## src/hw/rtl/sms_pkg.sv

```systemverilog
package sms_pkg;

	typedef enum logic [1:0] {
		CMD_NONE,
		CMD_WORD,
		CMD_SELECT,
		CMD_RELEASE
	} cmd_t;

	typedef enum logic [2:0] {
		PH_IDLE,
		PH_SEL_WORD,
		PH_SEL_ONLY,
		PH_SETTLE,
		PH_ACTIVE,
		PH_RECOVER
	} phase_t;

	typedef struct packed {
		cmd_t cmd;
		logic begin_frame;
		logic end_frame;
		logic miso;
	} ctl_t;

	typedef struct packed {
		logic       clock_idle_high;
		logic       select_active_low;
		logic [7:0] half_period;
		logic [7:0] data_settle;
		logic [7:0] select_settle;
	} cfg_t;

	localparam int CFG_INDEX_BITS = 3;
	localparam int CFG_DATA_BITS  = 8;
	localparam int RX_BITS        = 8;

	localparam logic [CFG_INDEX_BITS-1:0] CFG_CLOCK_IDLE_HIGH   = 3'd0;
	localparam logic [CFG_INDEX_BITS-1:0] CFG_SELECT_ACTIVE_LOW = 3'd1;
	localparam logic [CFG_INDEX_BITS-1:0] CFG_HALF_PERIOD       = 3'd2;
	localparam logic [CFG_INDEX_BITS-1:0] CFG_DATA_SETTLE       = 3'd3;
	localparam logic [CFG_INDEX_BITS-1:0] CFG_SELECT_SETTLE     = 3'd4;

	localparam logic [7:0] DELAY_RESET = 8'd50;

	function automatic logic [7:0] at_least_one(logic [7:0] v);
		return (v == 8'd0) ? 8'd1 : v;
	endfunction

endpackage

```

## src/hw/rtl/sms_queue.sv

```systemverilog
module sms_queue #(
	parameter int WIDTH = 16
) (
	input  logic             clk,
	input  logic             arst_n,
	input  logic             push,
	input  logic [WIDTH-1:0] push_data,
	input  logic             pop,
	output logic             full,
	output logic             not_empty,
	output logic [WIDTH-1:0] pop_data
);

	logic [WIDTH-1:0] entry_q [2];
	logic             wr_ptr_q;
	logic             rd_ptr_q;
	logic [1:0]       count_q;

	assign full      = (count_q == 2'd2);
	assign not_empty = (count_q != 2'd0);
	assign pop_data  = entry_q[rd_ptr_q];

	always_ff @(posedge clk) begin
		if (push) begin
			entry_q[wr_ptr_q] <= push_data;
		end
	end

	always_ff @(posedge clk or negedge arst_n) begin
		if (!arst_n) begin
			wr_ptr_q <= 1'b0;
			rd_ptr_q <= 1'b0;
			count_q  <= 2'd0;
		end else begin
			if (push) begin
				wr_ptr_q <= ~wr_ptr_q;
			end
			if (pop) begin
				rd_ptr_q <= ~rd_ptr_q;
			end
			if (push && !pop) begin
				count_q <= count_q + 2'd1;
			end else if (pop && !push) begin
				count_q <= count_q - 2'd1;
			end
		end
	end

endmodule

```

## src/hw/rtl/sms_front.sv

```systemverilog
module sms_front #(
	parameter int DATA_BITS = 8
) (
	input  logic                 in_valid,
	output logic                 in_ready,
	input  logic                 byte_valid,
	input  logic [7:0]           tx_byte,
	input  logic                 begin_frame,
	input  logic                 end_frame,
	input  logic                 miso_level,
	input  logic                 queue_full,
	output logic                 push,
	output sms_pkg::ctl_t        ctl,
	output logic [DATA_BITS-1:0] word
);

	logic [DATA_BITS+7:0] wide_byte;

	assign in_ready  = !queue_full;
	assign push      = in_valid && !queue_full;
	assign wide_byte = {{DATA_BITS{1'b0}}, tx_byte};
	assign word      = wide_byte[DATA_BITS-1:0];

	always_comb begin
		ctl.begin_frame = begin_frame;
		ctl.end_frame   = end_frame;
		ctl.miso        = miso_level;
		if (byte_valid) begin
			ctl.cmd = sms_pkg::CMD_WORD;
		end else if (begin_frame) begin
			ctl.cmd = sms_pkg::CMD_SELECT;
		end else if (end_frame) begin
			ctl.cmd = sms_pkg::CMD_RELEASE;
		end else begin
			ctl.cmd = sms_pkg::CMD_NONE;
		end
	end

endmodule

```

## src/hw/rtl/sms_back.sv

```systemverilog
module sms_back #(
	parameter int DATA_BITS = 8
) (
	input  logic                 clk,
	input  logic                 arst_n,
	input  sms_pkg::cfg_t        cfg,
	input  logic                 item_valid,
	input  sms_pkg::ctl_t        ctl,
	input  logic [DATA_BITS-1:0] word,
	output logic                 pop,
	output logic                 out_valid,
	input  logic                 out_ready,
	output logic                 sclk_level,
	output logic                 mosi_level,
	output logic                 select_level,
	output logic                 ready_res,
	output logic                 rx_valid,
	output logic [7:0]           rx_byte
);

	localparam int CW = $clog2(DATA_BITS);
	localparam logic [CW-1:0] LAST_BIT = CW'(DATA_BITS - 1);

	sms_pkg::phase_t      phase_q, phase_d;
	logic [CW-1:0]        bit_q, bit_d;
	logic [DATA_BITS-1:0] tx_q, tx_d;
	logic [DATA_BITS-1:0] rx_q, rx_d;
	logic [7:0]           wait_q, wait_d, wait_dec;
	logic                 sel_q, sel_d;
	logic                 rel_q, rel_d;
	logic                 mosi_q, mosi_d;
	logic                 expired, done;
	logic [DATA_BITS+7:0] rx_wide;

	logic       sclk_d, select_d, ready_d, rxv_d;
	logic [7:0] rxb_d;

	logic       out_valid_q, sclk_q, mosi_out_q, select_q, ready_q, rxv_q;
	logic [7:0] rxb_q;

	assign pop      = item_valid && (!out_valid_q || out_ready);
	assign wait_dec = wait_q - 8'd1;
	assign expired  = (phase_q != sms_pkg::PH_IDLE) && (wait_dec == 8'd0);

	always_comb begin
		phase_d = phase_q;
		bit_d   = bit_q;
		tx_d    = tx_q;
		rx_d    = rx_q;
		wait_d  = (phase_q != sms_pkg::PH_IDLE) ? wait_dec : wait_q;
		sel_d   = sel_q;
		rel_d   = rel_q;
		mosi_d  = mosi_q;
		done    = 1'b0;
		case (phase_q)
			sms_pkg::PH_IDLE: begin
				case (ctl.cmd)
					sms_pkg::CMD_WORD: begin
						tx_d  = word;
						rx_d  = '0;
						bit_d = '0;
						rel_d = ctl.end_frame;
						if (ctl.begin_frame) begin
							sel_d   = 1'b1;
							phase_d = sms_pkg::PH_SEL_WORD;
							wait_d  = sms_pkg::at_least_one(cfg.select_settle);
						end else begin
							mosi_d  = word[DATA_BITS-1];
							phase_d = sms_pkg::PH_SETTLE;
							wait_d  = sms_pkg::at_least_one(cfg.data_settle);
						end
					end
					sms_pkg::CMD_SELECT: begin
						sel_d   = 1'b1;
						rel_d   = ctl.end_frame;
						phase_d = sms_pkg::PH_SEL_ONLY;
						wait_d  = sms_pkg::at_least_one(cfg.select_settle);
					end
					sms_pkg::CMD_RELEASE: begin
						sel_d = 1'b0;
					end
					default: begin
					end
				endcase
			end
			sms_pkg::PH_SEL_WORD: begin
				if (expired) begin
					mosi_d  = tx_q[DATA_BITS-1];
					phase_d = sms_pkg::PH_SETTLE;
					wait_d  = sms_pkg::at_least_one(cfg.data_settle);
				end
			end
			sms_pkg::PH_SEL_ONLY: begin
				if (expired) begin
					if (rel_q) begin
						sel_d = 1'b0;
					end
					rel_d   = 1'b0;
					phase_d = sms_pkg::PH_IDLE;
				end
			end
			sms_pkg::PH_SETTLE: begin
				if (expired) begin
					phase_d = sms_pkg::PH_ACTIVE;
					wait_d  = sms_pkg::at_least_one(cfg.half_period);
				end
			end
			sms_pkg::PH_ACTIVE: begin
				if (expired) begin
					rx_d    = {rx_q[DATA_BITS-2:0], ctl.miso};
					phase_d = sms_pkg::PH_RECOVER;
					wait_d  = sms_pkg::at_least_one(cfg.half_period);
				end
			end
			sms_pkg::PH_RECOVER: begin
				if (expired) begin
					if (bit_q == LAST_BIT) begin
						done = 1'b1;
						if (rel_q) begin
							sel_d = 1'b0;
						end
						rel_d   = 1'b0;
						bit_d   = '0;
						phase_d = sms_pkg::PH_IDLE;
					end else begin
						bit_d   = bit_q + CW'(1);
						tx_d    = {tx_q[DATA_BITS-2:0], 1'b0};
						mosi_d  = tx_q[DATA_BITS-2];
						phase_d = sms_pkg::PH_SETTLE;
						wait_d  = sms_pkg::at_least_one(cfg.data_settle);
					end
				end
			end
			default: begin
				phase_d = sms_pkg::PH_IDLE;
			end
		endcase
	end

	assign rx_wide = {8'd0, rx_q};

	always_comb begin
		sclk_d   = (phase_d == sms_pkg::PH_ACTIVE) ^ cfg.clock_idle_high;
		select_d = sel_d ^ cfg.select_active_low;
		ready_d  = (phase_d == sms_pkg::PH_IDLE);
		rxv_d    = done;
		rxb_d    = done ? rx_wide[7:0] : 8'd0;
	end

	always_ff @(posedge clk or negedge arst_n) begin
		if (!arst_n) begin
			phase_q     <= sms_pkg::PH_IDLE;
			bit_q       <= '0;
			tx_q        <= '0;
			rx_q        <= '0;
			wait_q      <= 8'd0;
			sel_q       <= 1'b0;
			rel_q       <= 1'b0;
			mosi_q      <= 1'b0;
			out_valid_q <= 1'b0;
		end else begin
			if (pop) begin
				phase_q <= phase_d;
				bit_q   <= bit_d;
				tx_q    <= tx_d;
				rx_q    <= rx_d;
				wait_q  <= wait_d;
				sel_q   <= sel_d;
				rel_q   <= rel_d;
				mosi_q  <= mosi_d;
			end
			if (pop) begin
				out_valid_q <= 1'b1;
			end else if (out_ready) begin
				out_valid_q <= 1'b0;
			end
		end
	end

	always_ff @(posedge clk) begin
		if (pop) begin
			sclk_q     <= sclk_d;
			mosi_out_q <= mosi_d;
			select_q   <= select_d;
			ready_q    <= ready_d;
			rxv_q      <= rxv_d;
			rxb_q      <= rxb_d;
		end
	end

	assign out_valid    = out_valid_q;
	assign sclk_level   = sclk_q;
	assign mosi_level   = mosi_out_q;
	assign select_level = select_q;
	assign ready_res    = ready_q;
	assign rx_valid     = rxv_q;
	assign rx_byte      = rxb_q;

endmodule

```

## src/hw/rtl/spi_master_byte_shifter_core.sv

```systemverilog
// Channel  Handshake               Word
// in       in_valid / in_ready     byte_valid, tx_byte, begin_frame, end_frame, miso_level
// out      out_valid / out_ready   sclk_level, mosi_level, select_level, ready_res, rx_valid, rx_byte
// cfg      cfg_valid / cfg_ready   cfg_index, cfg_data
//
// One input word is one tick of pin timing and yields one output word.
// The block takes one word per cycle while the queue is not full; a two-entry queue
// feeds the shifter, and each word passes through the queue and then the output register.
// Reset clears the shifter, queue and output valid flag and loads the default
// configuration. A stall on the output holds the queue, and a full queue
// drops in_ready. Configuration writes are always taken.
module spi_master_byte_shifter_core #(
	parameter int DATA_BITS = 8
) (
	input  logic                               clk,
	input  logic                               arst_n,
	input  logic                               in_valid,
	output logic                               in_ready,
	input  logic                               byte_valid,
	input  logic [7:0]                         tx_byte,
	input  logic                               begin_frame,
	input  logic                               end_frame,
	input  logic                               miso_level,
	output logic                               out_valid,
	input  logic                               out_ready,
	output logic                               sclk_level,
	output logic                               mosi_level,
	output logic                               select_level,
	output logic                               ready_res,
	output logic                               rx_valid,
	output logic [7:0]                         rx_byte,
	input  logic                               cfg_valid,
	output logic                               cfg_ready,
	input  logic [sms_pkg::CFG_INDEX_BITS-1:0] cfg_index,
	input  logic [sms_pkg::CFG_DATA_BITS-1:0]  cfg_data
);

	localparam int QW = $bits(sms_pkg::ctl_t) + DATA_BITS;

	sms_pkg::cfg_t        cfg_q;
	sms_pkg::ctl_t        front_ctl, back_ctl;
	logic [DATA_BITS-1:0] front_word, back_word;
	logic                 push, pop, queue_full, queue_not_empty;
	logic [QW-1:0]        queue_out;

	assign cfg_ready = 1'b1;

	always_ff @(posedge clk or negedge arst_n) begin
		if (!arst_n) begin
			cfg_q.clock_idle_high   <= 1'b0;
			cfg_q.select_active_low <= 1'b0;
			cfg_q.half_period       <= sms_pkg::DELAY_RESET;
			cfg_q.data_settle       <= sms_pkg::DELAY_RESET;
			cfg_q.select_settle     <= sms_pkg::DELAY_RESET;
		end else if (cfg_valid) begin
			case (cfg_index)
				sms_pkg::CFG_CLOCK_IDLE_HIGH:   cfg_q.clock_idle_high   <= cfg_data[0];
				sms_pkg::CFG_SELECT_ACTIVE_LOW: cfg_q.select_active_low <= cfg_data[0];
				sms_pkg::CFG_HALF_PERIOD:       cfg_q.half_period       <= cfg_data;
				sms_pkg::CFG_DATA_SETTLE:       cfg_q.data_settle       <= cfg_data;
				sms_pkg::CFG_SELECT_SETTLE:     cfg_q.select_settle     <= cfg_data;
				default: begin
				end
			endcase
		end
	end

	sms_front #(
		.DATA_BITS(DATA_BITS)
	) u_front (
		.in_valid   (in_valid),
		.in_ready   (in_ready),
		.byte_valid (byte_valid),
		.tx_byte    (tx_byte),
		.begin_frame(begin_frame),
		.end_frame  (end_frame),
		.miso_level (miso_level),
		.queue_full (queue_full),
		.push       (push),
		.ctl        (front_ctl),
		.word       (front_word)
	);

	sms_queue #(
		.WIDTH(QW)
	) u_queue (
		.clk      (clk),
		.arst_n   (arst_n),
		.push     (push),
		.push_data({front_ctl, front_word}),
		.pop      (pop),
		.full     (queue_full),
		.not_empty(queue_not_empty),
		.pop_data (queue_out)
	);

	assign back_ctl  = queue_out[QW-1:DATA_BITS];
	assign back_word = queue_out[DATA_BITS-1:0];

	sms_back #(
		.DATA_BITS(DATA_BITS)
	) u_back (
		.clk         (clk),
		.arst_n      (arst_n),
		.cfg         (cfg_q),
		.item_valid  (queue_not_empty),
		.ctl         (back_ctl),
		.word        (back_word),
		.pop         (pop),
		.out_valid   (out_valid),
		.out_ready   (out_ready),
		.sclk_level  (sclk_level),
		.mosi_level  (mosi_level),
		.select_level(select_level),
		.ready_res   (ready_res),
		.rx_valid    (rx_valid),
		.rx_byte     (rx_byte)
	);

	// A completed word always returns the shifter to idle.
	a_rx_idle: assert property (@(posedge clk) disable iff (!arst_n)
		(out_valid && rx_valid) |-> ready_res)
		else $error("received word without return to idle");

	a_rx_zero: assert property (@(posedge clk) disable iff (!arst_n)
		(out_valid && !rx_valid) |-> (rx_byte == 8'd0))
		else $error("rx_byte nonzero outside a completed word");

	a_idle_clock: assert property (@(posedge clk) disable iff (!arst_n)
		(out_valid && ready_res) |-> (sclk_level == cfg_q.clock_idle_high))
		else $error("serial clock not at idle level while idle");

	a_pop_source: assert property (@(posedge clk) disable iff (!arst_n)
		pop |-> queue_not_empty)
		else $error("shifter took a word from an empty queue");

endmodule
```

## config.mk

```make
export PLATFORM = sky130hd
export DESIGN_NAME = spi_master_byte_shifter_core
export DESIGN_NICKNAME = d
export VERILOG_FILES = /design/src/hw/rtl/sms_pkg.sv /design/src/hw/rtl/sms_queue.sv /design/src/hw/rtl/sms_front.sv /design/src/hw/rtl/sms_back.sv /design/src/hw/rtl/spi_master_byte_shifter_core.sv
export SDC_FILE = /design/constraint.sdc
export NUM_CORES = 1
export LEC_CHECK = 0
export BUFFER_PORTS_ARGS = -buffer_cell sky130_fd_sc_hd__buf_4
export CORE_AREA = 5 5 108 110
export DETAILED_ROUTE_END_ITERATION = 12
export DIE_AREA = 0 0 113 115
export PLACE_DENSITY = 0.69
export SLEW_MARGIN = 10
export SYNTH_ARGS = -nofsm -noshare
export SYNTH_HDL_FRONTEND = slang
export SYNTH_SLANG_ARGS = --single-unit
```

## constraint.sdc

```tcl
create_clock -name clk -period 3.1 [get_ports clk]
set_input_delay 0.155 -clock clk [delete_from_list [all_inputs] [get_ports clk]]
set_output_delay 0.155 -clock clk [all_outputs]
set_load 0.02 [all_outputs]
```

### Word level (Yosys, flattened, before mapping)

Memory sizes are Yosys's and may differ from the RTL's.
Cells that the tools add are included.

* $add $sub $neg: 4
* equal/unequal tests: 22
* muxes and demuxes: 61
* bitwise operators: 4
* reductions and logical operators: 35

Operator list (number)
* two-way mux 8 bit: 14
* one-hot mux 8 bit (2 select lines): 3
* zero test 8 bit: 4
* one-hot mux 8 bit (4 select lines): 1
* two-way mux 3 bit: 8
* two-way mux 1 bit: 21
* one-hot mux 3 bit (6 select lines): 1
* equality test 3 bit, second input constant: 5
* two-way mux 2 bit: 7
* equality test 3 x 2 -> 1 bit, second input constant: 4
* one-hot mux 1 bit (3 select lines): 4
* one-hot mux 3 bit (2 select lines): 2
* AND reduction 2 bit: 5
* nonzero test 2 bit: 5
* zero test 3 bit: 3
* != test 2 x 1 -> 1 bit, second input constant: 4
* AND reduction 4 bit: 2
* subtractor 8 x 1 -> 8 bit, second input constant: 1
* equality test 2 bit, second input constant: 3
* equality test 3 x 1 -> 1 bit, second input constant: 2
* != test 2 bit, second input constant: 3
* AND reduction 6 bit: 1
* nonzero test 3 bit: 2
* logical AND 1 bit: 5
* other kinds (10): 16

* bits in registers: 77
* bits in writable memories: 26
* input bits: 28
* output and inout bits: 16
* logic and storage cells: 150
* memories kept: 1

Memories
* u_queue.entry_q: words 2, bits a word 13, read ports 1, clocked after memory_dff 0, write ports 1, line sms_queue.sv:14 `logic [WIDTH-1:0] entry_q [2];`

### Longest topological paths before layout

* depth in word-level cells: 7
* gate-level depth with buffers: 11
* depth with buffers taken out: 9

### Hierarchy

Synthesis repeated with hierarchy kept, for this count alone.

* cells, all modules: 476
* area total of the unflattened synthesis: 5396.4 µm²

By module, submodules not included
* sms_back: times used 1, cells each 342, area each 3078.0 µm², sequential area each 1241.2 µm²
* sms_queue: times used 1, cells each 56, area each 1127.3 µm², sequential area each 880.8 µm²
* spi_master_byte_shifter_core: times used 1, cells each 61, area each 1079.8 µm², sequential area each 661.9 µm²
* sms_front: times used 1, cells each 17, area each 111.4 µm², sequential area each 0.0 µm²

### Least setup slack after synthesis

OpenSTA, ideal clock, no wires.

* path type: register to register
* start point: register u_queue.rd_ptr_q
* end point: register u_back.select_q (netlist: u_back.select_level), data pin
* setup time: 0.258 ns
* arrival time: 2.480 ns
* data required time: 2.842 ns
* slack: 0.363 ns
* stages on the path, launching flop included: 9
* path buffers: 2
* period minus slack after synthesis: 2.737 ns
* cells stage by stage: dfrtp_1 -> clkbuf_1 -> buf_1 -> mux2i_1 -> inv_1 -> ha_1 -> or3_1 -> a311o_1 -> xor2_1

* cells in the longest elaborated chain, start to end: 5
* elaborated cells on any way between the ends: 8
* those cells by class: eq/ne (3); mux (3); bitwise (1); memory (1)

RTL lines
* from (decl): line sms_queue.sv:16 `logic rd_ptr_q;`
* from (signal assigned): line sms_queue.sv:39 `rd_ptr_q <= ~rd_ptr_q;`
* memory read (2 x 13 bit) (*)
* equality test 2 bit, or another cell as far along: line sms_back.sv:57 `case (ctl.cmd)`
* one-hot mux 1 bit (3 select lines) (*): line sms_back.sv:57
* one-hot mux 1 bit (3 select lines) (*): line sms_back.sv:55 `case (phase_q)`
* bitwise XOR 1 bit (*): line sms_back.sv:144 `select_d = sel_d ^ cfg.select_active_low;`
* via u_back.select_d: line sms_back.sv:35 `logic sclk_d, select_d, ready_d, rxv_d;`
* to (signal assigned): line sms_back.sv:184 `select_q <= select_d;`
* to (decl): line sms_back.sv:38 `logic out_valid_q, sclk_q, mosi_out_q, select_q, ready_q, rxv_q;`

Mark *: on every way through the listed nets, which the timed path passes. The rest lies on a longest branch.
A chain may end at the register's enable or synchronous reset.

### Final worst setup path

* start point: register u_back.wait_q[0]
* end point: register u_back.select_q (netlist: u_back.select_level), data pin

* cells in the longest elaborated chain, start to end: 6
* elaborated cells on any way between the ends: 7
* those cells by class: add/sub (1); mux (3); bitwise (1); reduce/logical (2)

RTL lines
* from (decl): line sms_back.sv:28 `logic [7:0] wait_q, wait_d, wait_dec;`
* from (signal assigned): line sms_back.sv:167 `wait_q <= wait_d;`
* subtractor 8 x 1 -> 8 bit (*): line sms_back.sv:42 `assign wait_dec = wait_q - 8'd1;`
* zero test 8 bit (*): line sms_back.sv:43 `assign expired = (phase_q != sms_pkg::PH_IDLE) && (wait_dec == 8'd0);`
* logical AND 1 bit (*): line sms_back.sv:43
* two-way mux 1 bit (on tied branches): line sms_back.sv:116, sms_back.sv:94
* one-hot mux 1 bit (3 select lines) (*): line sms_back.sv:55
* bitwise XOR 1 bit (*): line sms_back.sv:144
* via u_back.select_d: line sms_back.sv:35

Marked as above.

==> run summary <==
RSZ-0062 raised after global routing -> no
Tmin final -> 2860 ps
GRT overflow -> 0
Post-Route WL -> 10800 um
Synth top cells by count -> 55 x dfrtp_1, 39 x edfxtp_1, 36 x mux2_2
slew at the pin closest to its max-slew limit -> 821 ps
status -> completed
Post-synth EDFFs -> 39
area delta synth->final -> 15.5%
Worst EP required -> 3230 ps
TritonRoute pass-1 iters -> 5
CTS tree -> done
clock slew at reported path FFs -> 100 ps
Power Dens Cells -> 767 nW/um2
buffers added on ports -> 42
accumulated negative setup slack -> 0 ps
CP Data Arrival Time -> 2980 ps
area share of the largest cell type after synthesis -> 26.9%
final cycle utilization of the critical path -> 92.2%
Final HPWL DP -> 7630 um
top post-synthesis cells by area -> dfrtp_1 27%, edfxtp_1 23%, mux2_2 7.9%
critical path type -> reg -> reg
leak pwr -> 0.00239 uW
reg2reg start -> u_back.wait_q[0]
CTS H-Tree Depth -> 3
area of the core -> 10600 um2
Syn Nets -> 474
Sinks on Clock Net -> 103
Seq cells post-synth -> 103
Max FO, Critical Path -> 9
crit path capture type -> flip-flop
Die Area -> 13000 um2
Die W -> 113 um
MaxCap Viol Count -> 0
Layout Nets -> 529
Fmax -> 350 MHz
synth unique cells -> 65
FF-to-FF path depth -> 8
sequential share of the synthesized area -> 54.4%
Startpoint Class -> flip-flop
count leader, synth -> dfrtp_1
via count -> 3683
first-pass GRT wire length -> 17900 um
GR met2 Demand/Resource -> 25.9%
WHS Path Cells -> 2
asr flop ratio synth -> 62.1%
max_slew headroom -> 45.3%
WL/cell -> 16.9 um
worst reg-to-reg setup slack -> 240 ps
GRT busiest layer -> met2
pin count of the biggest net entering global routing -> 65
IO Count -> 44
Min-Delay Path Class -> in -> reg
Final Hold Fails -> 0
clk_lat worst skew -> 370 ps
Syn Std Cell Area -> 5120 um2
die height -> 115 um
Clock Path Buffers -> 2
DRC viols -> 0
total track usage -> 17.2%
layout cell share with drive strength beyond 1 -> 25.3%
antenna-violating nets left -> 0
Synth Instances -> 438
Pins Over Slew Limit -> 0
M1 GR Usage -> 24.6%
Avg Cell Area, Syn -> 11.7 um2
Final setup viols -> 0
WHS Endpoint -> cfg_q[12]
Worst VDD drop -> 522 uV
Worst Skew -> 9.08 ps
TritonCTS Buffers -> 9
met3 usage -> 3.21%
antenna violations before repair -> 0
Clock Tree Root -> clkbuf_8
Starting Density -> 48.3%
vias in the first global route -> 3614
yosys synthesis warning count -> 0
Via density -> 5.77
min-delay src -> cfg_data[4]
area leader, netlist -> dfrtp_1
Hold WS -> 30.3 ps
RePlAce Congestion -> 0.911
Reg-to-Reg End -> u_back.select_level
Std-Cell Rows -> 38
ys flop type -> dfrtp_1
initial DRC count -> 307
antenna diode count -> 0
## worst max-delay path: stages, from the launching register on
cell and delay, ps:
dfrtp_1 520, inv_1 130, ha_1 280, nor2b_1 200, o211ai_1 190, a311oi_4 540, nand2_2 240, a311o_1 390
xor2_1 140
## report_power, final
| group | internal (uW) | switching [uW] | leakage (uW) |
|---|---|---|---|
| clock network | 377 | 465 | 0.000101 |
| registers | 1810 | 300 | 0.00115 |
| logic | 693 | 891 | 0.00114 |
## per-stage QoR
stage	power [uW]	cells	utilization (%)	area, um2	setup WS [ps]
floorplan	3190	438	-	5120	363
global placement	3660	610	52.8	5590	407
detailed placement	3700	610	52.8	5590	286
CTS	4560	638	55.7	5910	262
global route	4810	638	55.8	5920	31.8
finish	4540	638	55.8	5920	243
## flip-flops by register name (all words and copies together) (netlist names)
| name | count |
|---|---|
| u_back.rel_q | 1 |
| u_back.rx_q | 8 |
| u_back.mosi_level | 1 |
| u_queue.rd_ptr_q | 1 |
| u_back.phase_q | 3 |
| u_back.tx_q | 8 |
| cfg_q | 26 |
| u_queue.wr_ptr_q | 1 |
| u_back.wait_q | 8 |
| u_back.mosi_q | 1 |
| u_back.sel_q | 1 |
| u_back.rx_valid | 1 |
| u_back.ready_res | 1 |
| u_back.select_level | 1 |
| u_queue.entry_q | 26 |
| u_back.sclk_level | 1 |
| u_back.bit_q | 3 |
| u_queue.count_q | 2 |
| u_back.rx_byte | 8 |
| u_back.out_valid | 1 |
## how the worst max path moves through the flow
stage / end / slack [ps] / from / cells past startpoint
2_1_floorplan: u_back.select_level / 360 / u_queue.rd_ptr_q / 8
3_3_place_gp: u_back.select_level / 410 / u_back.wait_q[0] / 8
3_5_place_dp: u_back.rx_byte[0] / 290 / u_back.wait_q[0] / 8
4_1_cts: u_back.rx_byte[0] / 260 / u_back.wait_q[0] / 8
5_1_grt: u_back.tx_q[1] / 30 / u_back.wait_q[0] / 8
6_report: u_back.select_level / 240 / u_back.wait_q[0] / 8
## routing by layer
metal,share of wire [%],wire length (um)
met5,0,0
met4,2.1,223
met3,6.6,716
met2,45,4900
met1,46,4940
## placed cells by master (no fill, tap or decap), types with 5 or more instances in the layout
master and count:
o21ai_0 25, a21oi_1 21, and2_1 8, ha_1 8, dfrtp_1 55, a22o_1 12
a22oi_1 9, edfxtp_1 39, buf_4 53, nor2b_1 5, mux2_2 36, nor3_1 9
dlygate4sd3_1 12, xor2_1 6, dfstp_2 9, clkbuf_8 9, inv_1 13, nor2_1 27
nand3_1 10, nand2_1 25, mux2i_1 11
## logic make-up (layout without fill, tap and decap cells)
kind of cell	count (synthesis)	count (layout)	share of synthesized area (%)
AND/OR/NAND/NOR	119	119	12.6
AO/OA/AOI/OAI	116	116	16.3
flip-flops	103	103	54.4
multiplexers	47	47	10.1
buffers and inverters	34	94	2.88
XOR/XNOR	10	10	1.71
adder cells (fa/ha/maj)	8	8	1.96
other	1	1	0.0732
## cell type report
| cell class | instances | area, um2 |
|---|---|---|
| clock buffer | 9 | 124 |
| clock inverter | 7 | 71.3 |
| fill | 886 | 4690 |
| inverter | 13 | 48.8 |
| multi-input combinational | 301 | 2190 |
| sequential | 103 | 2780 |
| tap | 140 | 175 |
| timing repair buffer | 65 | 518 |
## repair_timing
item | in CTS | in global routing
setup endpoints to repair | 0 | 8
hold endpoints to repair | 77 | 0
gates resized for setup | 0 | 1
hold buffers | 12 | 0
setup buffers | 0 | 0
Power figures use the tool's default switching activity.
